==> config.mk <==
export PLATFORM = sky130hd
export DESIGN_NAME = slot_pool_lease_manager_core
export DESIGN_NICKNAME = d
export VERILOG_FILES = /design/src/rtl/splm_pkg.sv /design/src/rtl/splm_ram.sv /design/src/rtl/splm_ctrl.sv /design/src/rtl/splm_datapath.sv /design/src/rtl/slot_pool_lease_manager_core.sv
export SDC_FILE = /design/constraint.sdc
export NUM_CORES = 1
export LEC_CHECK = 0
export BUFFER_PORTS_ARGS = -buffer_cell sky130_fd_sc_hd__buf_2
export CAP_MARGIN = 30
export CORE_MARGIN = 3
export CORE_UTILIZATION = 28
export DETAILED_ROUTE_END_ITERATION = 16
export MAX_ROUTING_LAYER = met4
export PLACE_DENSITY = 0.48
export SYNTH_ARGS = -nofsm -noshare
export SYNTH_HDL_FRONTEND = slang
export SYNTH_HIERARCHICAL = 1
export SYNTH_SLANG_ARGS = --single-unit
==> constraint.sdc <==
create_clock -name clk -period 13.6 [get_ports clk]
set_clock_uncertainty 0.15 [all_clocks]
set_input_delay 0.68 -clock clk [delete_from_list [all_inputs] [get_ports clk]]
set_output_delay 0.68 -clock clk [all_outputs]
set_load 0.02 [all_outputs]
==> src/rtl/splm_pkg.sv <==
// Shared types, field widths and codes for the slot pool lease manager.
// No dependencies; every other file in rtl/ except splm_ram imports this package.
package splm_pkg;

  localparam int DEF_MAX_SLOTS  = 16;
  localparam int DEF_GEN_BITS   = 32;
  localparam int DEF_COUNT_BITS = 8;

  localparam int OPCODE_W     = 2;
  localparam int IDX_W        = 4;
  localparam int TAG_W        = 32;
  localparam int SIZE_W       = 32;
  localparam int STATUS_W     = 3;
  localparam int SLOT_COUNT_W = 5;
  localparam int CAPACITY_W   = 32;
  localparam int SLOT_ST_W    = 2;

  localparam int IN_FIELDS_W  = IDX_W + TAG_W + SIZE_W;
  localparam int IN_TDATA_W   = ((IN_FIELDS_W + 7) / 8) * 8;
  localparam int IN_TUSER_W   = OPCODE_W;
  localparam int OUT_FIELDS_W = STATUS_W + IDX_W + TAG_W;
  localparam int OUT_TDATA_W  = ((OUT_FIELDS_W + 7) / 8) * 8;

  localparam int CFG_INDEX_W = 1;
  localparam int CFG_DATA_W  = 32;

  localparam logic [CFG_INDEX_W-1:0] CFG_SLOT_COUNT    = 1'b0;
  localparam logic [CFG_INDEX_W-1:0] CFG_SLOT_CAPACITY = 1'b1;

  localparam logic [SLOT_COUNT_W-1:0] RST_SLOT_COUNT    = 5'd16;
  localparam logic [CAPACITY_W-1:0]   RST_SLOT_CAPACITY = 32'd65536;

  localparam logic [OPCODE_W-1:0] OP_ACQUIRE = 2'd0;
  localparam logic [OPCODE_W-1:0] OP_COMMIT  = 2'd1;
  localparam logic [OPCODE_W-1:0] OP_LEASE   = 2'd2;
  localparam logic [OPCODE_W-1:0] OP_RELEASE = 2'd3;

  localparam logic [STATUS_W-1:0] RC_OK     = 3'd0;
  localparam logic [STATUS_W-1:0] RC_NOFREE = 3'd1;
  localparam logic [STATUS_W-1:0] RC_BADIDX = 3'd2;
  localparam logic [STATUS_W-1:0] RC_STATE  = 3'd3;
  localparam logic [STATUS_W-1:0] RC_GEN    = 3'd4;
  localparam logic [STATUS_W-1:0] RC_SIZE   = 3'd5;
  localparam logic [STATUS_W-1:0] RC_FULL   = 3'd6;

  localparam logic [SLOT_ST_W-1:0] SS_AVAILABLE = 2'd0;
  localparam logic [SLOT_ST_W-1:0] SS_WRITING   = 2'd1;
  localparam logic [SLOT_ST_W-1:0] SS_READABLE  = 2'd2;

  typedef struct packed {
    logic load;
    logic exec;
    logic norm_step;
  } dp_cmd_t;

  typedef struct packed {
    logic start_high;
    logic out_free;
  } dp_stat_t;

endpackage

==> src/rtl/splm_ram.sv <==
// Generic single-write, single-read RAM with registered read data.
// No dependencies.
module splm_ram #(
  parameter int WIDTH = 8,
  parameter int DEPTH = 16
) (
  clk,
  we,
  wr_addr,
  wr_data,
  rd_addr,
  rd_data
);
  localparam int ADDR_W = (DEPTH > 1) ? $clog2(DEPTH) : 1;

  input  logic              clk;
  input  logic              we;
  input  logic [ADDR_W-1:0] wr_addr;
  input  logic [WIDTH-1:0]  wr_data;
  input  logic [ADDR_W-1:0] rd_addr;
  output logic [WIDTH-1:0]  rd_data;

  logic [WIDTH-1:0] mem [DEPTH];

  always_ff @(posedge clk) begin
    if (we) begin
      mem[wr_addr] <= wr_data;
    end
    rd_data <= mem[rd_addr];
  end

endmodule

==> src/rtl/splm_ctrl.sv <==
// Controller state machine for the slot pool lease manager.
// Depends on splm_pkg for the command and status structs.
module splm_ctrl (
  input  logic              clk,
  input  logic              rst,
  input  logic              s_tvalid,
  output logic              s_tready,
  input  splm_pkg::dp_stat_t stat,
  output splm_pkg::dp_cmd_t  cmd
);
  import splm_pkg::*;

  typedef enum logic [2:0] {
    S_IDLE = 3'b001,
    S_EXEC = 3'b010,
    S_NORM = 3'b100
  } state_t;

  state_t state;
  state_t state_next;

  assign s_tready = (state == S_IDLE) && !stat.start_high;

  always_comb begin
    state_next = state;
    cmd        = '0;
    case (state)
      S_IDLE: begin
        if (stat.start_high) begin
          state_next = S_NORM;
        end else if (s_tvalid) begin
          cmd.load   = 1'b1;
          state_next = S_EXEC;
        end
      end
      S_EXEC: begin
        if (stat.out_free) begin
          cmd.exec   = 1'b1;
          state_next = S_IDLE;
        end
      end
      S_NORM: begin
        if (stat.start_high) begin
          cmd.norm_step = 1'b1;
        end else begin
          state_next = S_IDLE;
        end
      end
      default: state_next = S_IDLE;
    endcase
  end

  always_ff @(posedge clk) begin
    if (rst) begin
      state <= S_IDLE;
    end else begin
      state <= state_next;
    end
  end

endmodule

==> src/rtl/splm_datapath.sv <==
// Datapath: configuration registers, slot table, rotating free-slot scan,
// check logic and output register. Depends on splm_pkg and splm_ram.
module splm_datapath #(
  parameter int MAX_SLOTS  = splm_pkg::DEF_MAX_SLOTS,
  parameter int GEN_BITS   = splm_pkg::DEF_GEN_BITS,
  parameter int COUNT_BITS = splm_pkg::DEF_COUNT_BITS
) (
  input  logic                                clk,
  input  logic                                rst,
  input  logic                                cfg_we,
  input  logic [splm_pkg::CFG_INDEX_W-1:0]    cfg_index,
  input  logic [splm_pkg::CFG_DATA_W-1:0]     cfg_data,
  input  logic [splm_pkg::IN_TDATA_W-1:0]     s_tdata,
  input  logic [splm_pkg::IN_TUSER_W-1:0]     s_tuser,
  output logic                                m_tvalid,
  input  logic                                m_tready,
  output logic [splm_pkg::OUT_TDATA_W-1:0]    m_tdata,
  input  splm_pkg::dp_cmd_t                   cmd,
  output splm_pkg::dp_stat_t                  stat
);
  import splm_pkg::*;

  localparam int SLOT_W = (MAX_SLOTS > 1) ? $clog2(MAX_SLOTS) : 1;
  localparam int GEN_LO = SLOT_ST_W;
  localparam int CNT_LO = GEN_LO + GEN_BITS;
  localparam int SZ_LO  = CNT_LO + COUNT_BITS;
  localparam int WORD_W = SZ_LO + SIZE_W;

  logic [SLOT_COUNT_W-1:0] slot_count;
  logic [CAPACITY_W-1:0]   slot_capacity;
  logic [SLOT_W-1:0]       cursor;
  logic [SLOT_W-1:0]       start;
  logic [MAX_SLOTS-1:0]    busy;
  logic [MAX_SLOTS-1:0]    valid;

  logic [OPCODE_W-1:0] op_q;
  logic [IDX_W-1:0]    idx_q;
  logic [TAG_W-1:0]    tag_q;
  logic [SIZE_W-1:0]   size_q;
  logic                found_q;
  logic [SLOT_W-1:0]   addr_q;
  logic                rd_valid;

  logic [SLOT_COUNT_W-1:0] n;
  logic [OPCODE_W-1:0]     in_op;
  logic [IDX_W-1:0]        in_idx;
  logic [MAX_SLOTS-1:0]    free;
  logic [MAX_SLOTS-1:0]    upper;
  logic                    scan_found;
  logic [SLOT_W-1:0]       hi_slot;
  logic [SLOT_W-1:0]       lo_slot;
  logic [SLOT_W-1:0]       scan_slot;
  logic [SLOT_W-1:0]       rd_addr;
  logic [WORD_W-1:0]       ram_rd;
  logic [WORD_W-1:0]       entry;
  logic [WORD_W-1:0]       wr_word;

  logic [SLOT_ST_W-1:0]  e_state;
  logic [GEN_BITS-1:0]   e_gen;
  logic [COUNT_BITS-1:0] e_cnt;
  logic [SIZE_W-1:0]     e_size;
  logic [SLOT_ST_W-1:0]  new_state;
  logic [GEN_BITS-1:0]   new_gen;
  logic [COUNT_BITS-1:0] new_cnt;
  logic [SIZE_W-1:0]     new_size;
  logic                  wr_en;
  logic                  gen_ok;
  logic                  idx_bad;
  logic [STATUS_W-1:0]   status;
  logic [IDX_W-1:0]      out_slot;
  logic [TAG_W-1:0]      out_gen;
  logic [31:0]           cursor_inc;

  assign n = (32'(slot_count) > MAX_SLOTS) ? SLOT_COUNT_W'(MAX_SLOTS) : slot_count;

  assign in_op  = s_tuser;
  assign in_idx = s_tdata[IDX_W-1:0];

  assign stat.start_high = (n != '0) && (32'(start) >= 32'(n));
  assign stat.out_free   = !m_tvalid || m_tready;

  always_comb begin
    for (int i = 0; i < MAX_SLOTS; i++) begin
      free[i]  = !busy[i] && (i < 32'(n));
      upper[i] = free[i] && (i >= 32'(start));
    end
  end

  always_comb begin
    hi_slot = '0;
    lo_slot = '0;
    for (int i = MAX_SLOTS - 1; i >= 0; i--) begin
      if (upper[i]) hi_slot = SLOT_W'(i);
      if (free[i])  lo_slot = SLOT_W'(i);
    end
    scan_found = |free;
    scan_slot  = (|upper) ? hi_slot : lo_slot;
  end

  assign rd_addr = !cmd.load ? addr_q :
                   (in_op == OP_ACQUIRE) ? scan_slot : SLOT_W'(in_idx);

  splm_ram #(
    .WIDTH (WORD_W),
    .DEPTH (MAX_SLOTS)
  ) u_slot_ram (
    .clk     (clk),
    .we      (cmd.exec && wr_en),
    .wr_addr (addr_q),
    .wr_data (wr_word),
    .rd_addr (rd_addr),
    .rd_data (ram_rd)
  );

  assign entry   = rd_valid ? ram_rd : '0;
  assign e_state = entry[SLOT_ST_W-1:0];
  assign e_gen   = entry[CNT_LO-1:GEN_LO];
  assign e_cnt   = entry[SZ_LO-1:CNT_LO];
  assign e_size  = entry[WORD_W-1:SZ_LO];

  assign gen_ok     = (e_gen == GEN_BITS'(tag_q));
  assign idx_bad    = (32'(idx_q) >= 32'(n));
  assign wr_word    = {new_size, new_cnt, new_gen, new_state};
  assign cursor_inc = 32'(addr_q) + 32'd1;

  always_comb begin
    status    = RC_OK;
    wr_en     = 1'b0;
    new_state = e_state;
    new_gen   = e_gen;
    new_cnt   = e_cnt;
    new_size  = e_size;
    out_slot  = idx_q;
    out_gen   = tag_q;
    if (op_q == OP_ACQUIRE) begin
      out_slot = '0;
      out_gen  = '0;
      if (!found_q) begin
        status = RC_NOFREE;
      end else begin
        new_gen   = e_gen + GEN_BITS'(1);
        new_state = SS_WRITING;
        new_size  = '0;
        wr_en     = 1'b1;
        out_slot  = IDX_W'(addr_q);
        out_gen   = TAG_W'(new_gen);
      end
    end else if (idx_bad) begin
      status = RC_BADIDX;
    end else begin
      case (op_q)
        OP_COMMIT: begin
          if (e_state != SS_WRITING) begin
            status = RC_STATE;
          end else if (!gen_ok) begin
            status = RC_GEN;
          end else if (size_q > slot_capacity) begin
            status = RC_SIZE;
          end else begin
            new_state = SS_READABLE;
            new_size  = size_q;
            wr_en     = 1'b1;
          end
        end
        OP_LEASE: begin
          if (e_state != SS_READABLE) begin
            status = RC_STATE;
          end else if (!gen_ok) begin
            status = RC_GEN;
          end else if (e_cnt == '1) begin
            status = RC_FULL;
          end else begin
            new_cnt = e_cnt + COUNT_BITS'(1);
            wr_en   = 1'b1;
          end
        end
        default: begin
          if (!gen_ok) begin
            status = RC_GEN;
          end else begin
            if (e_cnt != '0) new_cnt = e_cnt - COUNT_BITS'(1);
            wr_en = 1'b1;
          end
        end
      endcase
    end
  end

  always_ff @(posedge clk) begin
    if (rst) begin
      slot_count    <= RST_SLOT_COUNT;
      slot_capacity <= RST_SLOT_CAPACITY;
      cursor        <= '0;
      start         <= '0;
      busy          <= '0;
      valid         <= '0;
      m_tvalid      <= 1'b0;
    end else begin
      if (cfg_we) begin
        case (cfg_index)
          CFG_SLOT_COUNT: begin
            slot_count <= cfg_data[SLOT_COUNT_W-1:0];
            start      <= cursor;
          end
          CFG_SLOT_CAPACITY: slot_capacity <= cfg_data[CAPACITY_W-1:0];
          default: ;
        endcase
      end else if (cmd.norm_step) begin
        start <= SLOT_W'(32'(start) - 32'(n));
      end
      if (cmd.exec && wr_en) begin
        valid[addr_q] <= 1'b1;
        busy[addr_q]  <= (new_state == SS_WRITING) || (new_cnt != '0);
        if (op_q == OP_ACQUIRE) begin
          cursor <= (cursor_inc == 32'(n)) ? '0 : SLOT_W'(cursor_inc);
          start  <= (cursor_inc == 32'(n)) ? '0 : SLOT_W'(cursor_inc);
        end
      end
      if (cmd.exec) begin
        m_tvalid <= 1'b1;
      end else if (m_tready) begin
        m_tvalid <= 1'b0;
      end
    end
  end

  always_ff @(posedge clk) begin
    if (cmd.load) begin
      op_q     <= in_op;
      idx_q    <= in_idx;
      tag_q    <= s_tdata[IDX_W+TAG_W-1:IDX_W];
      size_q   <= s_tdata[IN_FIELDS_W-1:IDX_W+TAG_W];
      found_q  <= scan_found;
      addr_q   <= rd_addr;
      rd_valid <= valid[rd_addr];
    end
    if (cmd.exec) begin
      m_tdata <= OUT_TDATA_W'({out_gen, out_slot, status});
    end
  end

endmodule

==> src/rtl/slot_pool_lease_manager_core.sv <==
// Slot pool lease manager, top level: controller plus datapath.
// A request's table read is registered at the input transfer; the check, table write and result
// register follow in S_EXEC, which waits while an unaccepted result is held. No new request is taken until then.
// A slot_count write re-derives the scan start by subtraction, with s_tready low until it is done.
// Reset (rst, synchronous, active high) empties all slots at once through per-slot valid bits.
// Depends on splm_pkg, splm_ctrl, splm_datapath and splm_ram.
module slot_pool_lease_manager_core #(
  parameter int MAX_SLOTS  = splm_pkg::DEF_MAX_SLOTS,
  parameter int GEN_BITS   = splm_pkg::DEF_GEN_BITS,
  parameter int COUNT_BITS = splm_pkg::DEF_COUNT_BITS
) (
  input  logic                             clk,
  input  logic                             rst,
  input  logic                             cfg_we,
  input  logic [splm_pkg::CFG_INDEX_W-1:0] cfg_index,
  input  logic [splm_pkg::CFG_DATA_W-1:0]  cfg_data,
  input  logic                             s_tvalid,
  output logic                             s_tready,
  // slot_index[3:0], gen_tag[35:4], commit_size[67:36], zero fill above
  input  logic [splm_pkg::IN_TDATA_W-1:0]  s_tdata,
  // opcode[1:0]
  input  logic [splm_pkg::IN_TUSER_W-1:0]  s_tuser,
  output logic                             m_tvalid,
  input  logic                             m_tready,
  // status_code[2:0], granted_slot[6:3], granted_gen[38:7], zero fill above
  output logic [splm_pkg::OUT_TDATA_W-1:0] m_tdata
);
  import splm_pkg::*;

  dp_cmd_t  cmd;
  dp_stat_t stat;

  splm_ctrl u_ctrl (
    .clk      (clk),
    .rst      (rst),
    .s_tvalid (s_tvalid),
    .s_tready (s_tready),
    .stat     (stat),
    .cmd      (cmd)
  );

  splm_datapath #(
    .MAX_SLOTS  (MAX_SLOTS),
    .GEN_BITS   (GEN_BITS),
    .COUNT_BITS (COUNT_BITS)
  ) u_datapath (
    .clk       (clk),
    .rst       (rst),
    .cfg_we    (cfg_we),
    .cfg_index (cfg_index),
    .cfg_data  (cfg_data),
    .s_tdata   (s_tdata),
    .s_tuser   (s_tuser),
    .m_tvalid  (m_tvalid),
    .m_tready  (m_tready),
    .m_tdata   (m_tdata),
    .cmd       (cmd),
    .stat      (stat)
  );

endmodule

==> results.py, run 1 <==
metrics = {
    "outcome": {
        "status": "finished, final reports clean",
    },
    "power_and_ir_drop": {
        "swShare_pct": 27.1,
        "clkPwrFrac_pct": 37.8,
        "cellLeakagePower_nw": 15.1,
        "p_int_w": 0.00517,
        "cellPowerDensity_nw_per_um2": 155,
        "power_frac_comb_pct": 14.6,
        "p_seq_share_pct": 47.6,
        "switchingPower_w": 0.00192,
        "ir_drop_uv": 92.3,
    },
    "die": {
        "die_x_um": 377,
        "ios": 154,
        "core_um2": 136000,
        "rows": 135,
        "initial_utilization_pct": 28.3,
        "dieHeight_um": 377,
        "dieArea_um2": 142000,
    },
    "synth": {
        "syn_area_per_cell_um2": 15.3,
        "yosysWarnings": 6,
        "synth_nets": 2680,
        "netlist_area_um2": 38600,
        "syn_inst": 2515,
    },
    "run": {
        "cap_viol_max_count": 0,
    },
    "place": {
        "numPortBuffers": 148,
        "placed_cell_area_um2": 41600,
        "gp_congestion": 0.849,
        "dp_slack_ns": 5.59,
        "dpl.hpwl_um": 65400,
    },
    "critical_path": {
        "rr_startpoint": "u_datapath/slot_count[4]",
        "crit_buf_inv": 4,
        "worst_path_max_delay_cell": "buf_4",
        "crit_path_end_kind": "register",
        "worstSetupStartpoint": "u_datapath/slot_count[4]",
        "crit_required_ns": 14.06,
        "cp.arrival_ns": 8.19,
        "startpoint_type": "register",
        "critPathTopFamily": "simple AND/OR/NAND/NOR gates",
        "slowest_delay_ns": 0.84,
        "path_class": "reg -> reg",
        "cp_max_fo": 60,
        "cp_common_cell": "buf_4",
        "path_cells": "buf_4 > clkinv_1 > nand2_1 > ha_1 > o21ai_0 > nand2b_1 > a21o_1 > a21oi_1 > nor3_1 > nor4b_4 > and2_4 > buf_4 > nor2_1 > a21o_1 > or3_1 > or4_1 > nand3_4 > buf_4 > mux4_2 > a22oi_1 > nand2_1",
    },
    "route": {
        "avgRoutedWirePerCell_um": 24.1,
        "vias": 23400,
        "routed_wl_um": 111000,
        "drc_errors": 0,
        "final_antenna_net_count": 0,
        "drt-pass1-iter-count": 5,
        "routed_via_density": 5.08,
        "drtIter0Drc": 2295,
    },
    "clock_network": {
        "clk_path_buf_depth": 3,
        "cts-root-buf": "clkbuf_16",
        "clkTransAtPathRegs_ns": 0.06,
        "cts_buffers": 99,
        "cts_tree": "built",
        "cts.sinks": 910,
        "cts_resized": 0,
        "htreeDepth": 3,
        "clk_latency_ns": 0.72,
    },
    "final_layout": {
        "layout.nets": 2904,
        "drive_gt1_share_pct": 21.0,
        "stdcell_area_um2": 45600,
        "fillCellCount": 13300,
        "area_growth_pct": 18.2,
    },
    "sta": {
        "fmax_mhz": 129,
        "finalCriticalPeriod_ns": 7.73,
        "final-setup-viol-count": 0,
        "worst_pin_slew_ns": 1.13,
        "rsz0062_at_grt": "no",
        "period_share_pct": 56.8,
        "slew_viol_final": 0,
        "max-slew-margin-rel_pct": 24.0,
        "finalWorstSetupSlack_ns": 5.87,
        "tns_ns": 0,
        "hold_violations": 0,
    },
    "worst_hold_path": {
        "min_from": "cfg_data[18]",
        "min_path_type": "in -> reg",
    },
    "global_route": {
        "gr-total-overflow": 0,
        "grt_pass1_vias": 23000,
        "grt_max_degree": 91,
        "grt_pass1_wl_um": 162000,
        "grt_usage_pct": 15.9,
        "grt_antenna_before_repair": 5,
    },
}
worst reg2reg max path, delay by kind of cell (launching register included):
| kind | cells | cell delay [ns] |
|---|---|---|
| adders and majority gates | 1 | 0.27 |
| AOI/OAI and AO/OA | 5 | 0.87 |
| muxes | 1 | 0.50 |
| DFF | 1 | 0.30 |
| and+or+nand+nor | 10 | 3.28 |
| buffers and inverters | 4 | 2.34 |
per-layer routing:
layer  share of wire (%)  GRT usage, %
met5                   0             -
met4                 1.8          3.34
met3                 6.1          2.66
met2                  44          23.4
met1                  48          23.0
final timing paths:
kind                                            end  slack [ns]  depth (start not counted)
setup / recovery  u_datapath/u_slot_ram/rd_data[22]        5.87                         21
hold / removal         u_datapath/slot_capacity[18]        0.06                          3
setup reg to reg  u_datapath/u_slot_ram/rd_data[22]        5.87                         21
hold reg to reg                u_datapath/cursor[1]        0.31                          2
stage by stage:
step	instances	power [W]	utilization [%]	hold slack, ns
3_5_place_dp	4357	0.00445	30.6	0.301
2_1_floorplan	2515	0.00409	-	0.286
5_1_grt	4609	0.00739	33.5	0.00886
4_1_cts	4604	0.00717	33.4	0.00193
6_report	4610	0.00708	33.5	0.0638
3_3_place_gp	4336	0.00444	30.4	0.296
repair_timing:
item,in CTS,in global routing
buffers inserted,0,0
hold buffers,59,0
endpoints found under the hold margin,59,0
power groups by stage:
stage / clock, W / sequential, W / combinational [W]
floorplan: 0 / 0.00333 / 0.000762
detailed placement: 0 / 0.00343 / 0.00103
CTS: 0.00275 / 0.00337 / 0.00104
global placement: 0 / 0.00343 / 0.00101
finish: 0.00268 / 0.00337 / 0.00104
global route: 0.00287 / 0.00338 / 0.00114
sequential cells by signal, indices dropped and copies added (netlist names), 3 cells and up:
| register | flops |
|---|---|
| u_datapath/cursor | 4 |
| u_datapath/u_slot_ram/mem | 672 |
| u_datapath/addr_q | 4 |
| u_datapath/tag_q | 32 |
| u_datapath/slot_capacity | 32 |
| u_datapath/slot_count | 5 |
| u_datapath/valid | 16 |
| u_datapath/busy | 16 |
| u_ctrl/state | 3 |
| u_datapath/size_q | 32 |
| u_datapath/u_slot_ram/rd_data | 42 |
| u_datapath/idx_q | 4 |
| u_datapath/start | 4 |
| u_datapath/m_tdata | 39 |
placed cells by master (no fill, tap or decap), types with 9 or more instances in the layout:
cell type / instances
a211oi_1: 29
a21o_1: 13
a21oi_1: 84
a22o_1: 28
a22oi_1: 88
a31oi_1: 55
and2_1: 18
and3_1: 23
buf_2: 149
buf_4: 56
clkbuf_1: 25
clkbuf_16: 100
clkbuf_8: 16
clkinv_1: 13
clkinv_2: 17
dfxtp_1: 123
dlygate4sd3_1: 59
edfxtp_1: 787
ha_1: 52
inv_1: 73
mux2i_1: 15
mux4_2: 168
nand2_1: 237
nand2b_1: 17
nand3_1: 46
nand4_1: 24
nor2_1: 116
nor2_4: 13
nor3_1: 23
nor4_1: 10
o211ai_1: 15
o21ai_0: 38
o31ai_1: 9
o32ai_1: 16
xnor2_1: 43
xor2_1: 30
final cells by class:
| class | instances | area, µm² | area share [%] |
|---|---|---|---|
| clock buffers | 141 | 2820 | 6.17 |
| well taps | 1781 | 2230 | 4.89 |
| diodes | 3 | 7.51 | 0.0165 |
| flip-flops and latches | 910 | 26100 | 57.2 |
| repair buffers | 278 | 2070 | 4.54 |
| inverters | 77 | 297 | 0.650 |
| clock inverters | 47 | 482 | 1.06 |
| multi-input cells | 1373 | 11600 | 25.5 |
Power figures use the tool's default switching activity.
==> run 2: changes to the inputs <==
--- a/config.mk
+++ b/config.mk
@@ -11,7 +11,7 @@
 export CORE_UTILIZATION = 28
 export DETAILED_ROUTE_END_ITERATION = 16
 export MAX_ROUTING_LAYER = met4
-export PLACE_DENSITY = 0.48
+export PLACE_DENSITY = 0.5
 export SYNTH_ARGS = -nofsm -noshare
 export SYNTH_HDL_FRONTEND = slang
 export SYNTH_HIERARCHICAL = 1
==> constraint.sdc (replaced) <==
create_clock -name clk -period 6.4 [get_ports clk]
set_clock_uncertainty 0.15 [all_clocks]
set_input_delay 0.32 -clock clk [delete_from_list [all_inputs] [get_ports clk]]
set_output_delay 0.32 -clock clk [all_outputs]
set_load 0.02 [all_outputs]
==> run 2 against run 1 <==
Total power grew 120%. Critical path type unchanged. Critical endpoint is now u_datapath/u_slot_ram/mem[4][5]. Worst setup slack lost 5.2 ns. Critical path depth shrank 9. Largest power group unchanged.
==> results.py, run 2 (synthesis results as in run 1) <==
metrics = {
    "clock_network": {
        "clk_path_buf_depth": 3,
        "cts-root-buf": "clkbuf_16",
        "htreeDepth": 3,
        "cts_resized": 0,
        "cts_tree": "built",
        "clkTransAtPathRegs_ns": 0.06,
        "clk_latency_ns": 0.71,
        "cts.sinks": 910,
        "cts_buffers": 97,
    },
    "final_layout": {
        "layout.nets": 2990,
        "final_common_cell": "edfxtp_1",
        "diodes": 0,
        "top_register": "u_datapath/u_slot_ram/mem",
        "multi_input_area_um2": 11600,
        "fillCellCount": 13100,
        "drive_gt1_share_pct": 22.0,
        "largest_register_ffs": 672,
        "final_cell_mix": "edfxtp_1 (787), nand2_1 (237), mux4_2 (168), buf_2 (148), dfxtp_1 (123)",
        "seqCellArea_um2": 26100,
        "area_growth_pct": 20.8,
        "top_regs": "u_datapath/u_slot_ram/mem: 672 flops, u_datapath/u_slot_ram/rd_data: 42 flops, u_datapath/m_tdata: 39 flops",
    },
    "critical_path": {
        "rr_worst_depth": 12,
        "crit_required_ns": 6.62,
        "crit_path_end_kind": "register",
        "startpoint_type": "register",
        "path_class": "reg -> reg",
        "cp.arrival_ns": 5.96,
        "cp_max_fo": 14,
    },
    "die": {
        "core_um2": 136000,
        "rows": 135,
        "dieArea_um2": 142000,
        "dieHeight_um": 377,
        "initial_utilization_pct": 28.3,
        "die_x_um": 377,
        "ios": 154,
    },
    "route": {
        "vias": 23600,
        "avgRoutedWirePerCell_um": 23.7,
        "drt-pass1-iter-count": 8,
        "routed_wl_um": 111000,
        "routed_via_density": 5.04,
        "final_antenna_net_count": 0,
        "drc_errors": 0,
        "drtIter0Drc": 2310,
    },
    "global_route": {
        "grt_usage_pct": 15.9,
        "grt_antenna_before_repair": 3,
        "gr-total-overflow": 0,
        "gr-usage-met1_pct": 22.6,
        "grt_pass1_vias": 23500,
        "busiest_layer": "met2",
        "grt_use_met2_pct": 23.9,
        "grt_pass1_wl_um": 162000,
        "use_met3_pct": 2.83,
        "grt_max_degree": 82,
    },
    "place": {
        "dpl.hpwl_um": 66600,
        "dp_slack_ns": 0.779,
        "gp_congestion": 0.855,
        "numPortBuffers": 148,
    },
    "outcome": {
        "status": "finished, final reports clean",
    },
    "sta": {
        "hold_violations": 0,
        "holdWs_ns": 0.173,
        "finalWorstSetupSlack_ns": 0.659,
        "slew_viol_final": 0,
        "fmax_mhz": 174,
        "finalCriticalPeriod_ns": 5.74,
        "rsz0062_at_grt": "no",
        "final-setup-viol-count": 0,
        "tns_ns": 0,
        "worst_pin_slew_ns": 1.02,
        "max-slew-margin-rel_pct": 31.4,
        "period_share_pct": 89.7,
    },
    "run": {
        "cap_viol_max_count": 0,
    },
    "power_and_ir_drop": {
        "cellLeakagePower_nw": 15.6,
        "ir_drop_uv": 187,
        "cellPowerDensity_nw_per_um2": 330,
    },
    "worst_hold_path": {
        "min_path_type": "in -> reg",
        "whs_path_depth": 2,
    },
}
-- run 2: changes by cell type in the layout (fill, tap and decap cells not counted), moves of 7 or more --
cell	change
buf_12	+19
clkbuf_8	-12
buf_4	+32
clkbuf_1	-11
clkinvlp_4	+7
buf_16	-7
bufinv_16	+11
dlygate4sd3_1	+47
-- run 2: cell type report --
| type | count | share of cell area [%] |
|---|---|---|
| Tap cell | 1781 | 4.78 |
| Multi-Input combinational cell | 1373 | 25.0 |
| Clock inverter | 64 | 1.73 |
| Sequential cell | 910 | 56.0 |
| Clock buffer | 117 | 5.55 |
| Timing Repair Buffer | 366 | 6.32 |
| Inverter | 77 | 0.636 |
-- run 2: through the flow --
stage	utilization [%]	instance area [µm²]	total power, W	cells
after floorplan	-	38600	0.00870	2515
after global routing	34.2	46600	0.0160	4688
after detailed placement	31.0	42100	0.00955	4400
after global placement	30.9	42000	0.00953	4386
final	34.2	46600	0.0154	4688
after CTS	34.2	46600	0.0156	4687
-- run 2: path summary, 6_finish.rpt --
kind                                                   start                               to  slack, ns
worst max-delay path                     u_datapath/rd_valid  u_datapath/u_slot_ram/mem[4][5]       0.66
worst min-delay path                             s_tdata[15]             u_datapath/tag_q[11]       0.17
worst max register to register           u_datapath/rd_valid  u_datapath/u_slot_ram/mem[4][5]       0.66
worst min register to register  u_datapath/slot_capacity[10]     u_datapath/slot_capacity[10]       0.30
-- run 2: worst max-delay path, stage by stage (launching register included) --
cell and delay (ns):
edfxtp_1 0.74, inv_2 0.39, buf_4 0.25, nor2_1 0.06, o32ai_1 0.39, nand4_1 0.53, or4_4 0.76, nor3_1 0.38
a2bb2oi_2 0.20, and2_1 0.22, nand3b_1 0.34, nor3_4 0.69, buf_12 0.26
-- run 2: layer usage --
| metal | vias up | wire length, µm |
|---|---|---|
| met4 | 0 | 1700 |
| met3 | 137 | 7760 |
| met2 | 777 | 50100 |
| met1 | 12200 | 51600 |
| li1 | 10500 | - |
| met5 | - | 0 |
-- run 2: power by group --
| part | total (W) | switching [W] | internal, W |
|---|---|---|---|
| logic | 0.00231 | 0.00135 | 0.000958 |
| clock network | 0.00592 | 0.00242 | 0.00350 |
| registers | 0.00716 | 0.000326 | 0.00684 |
| total | 0.0154 | 0.00410 | 0.0113 |
-- run 2: what timing repair did --
item                                   in CTS  in global routing
buffers inserted                            0                  0
hold buffers                              106                  0
setup endpoints to repair                   0                  0
endpoints found under the hold margin     114                  0
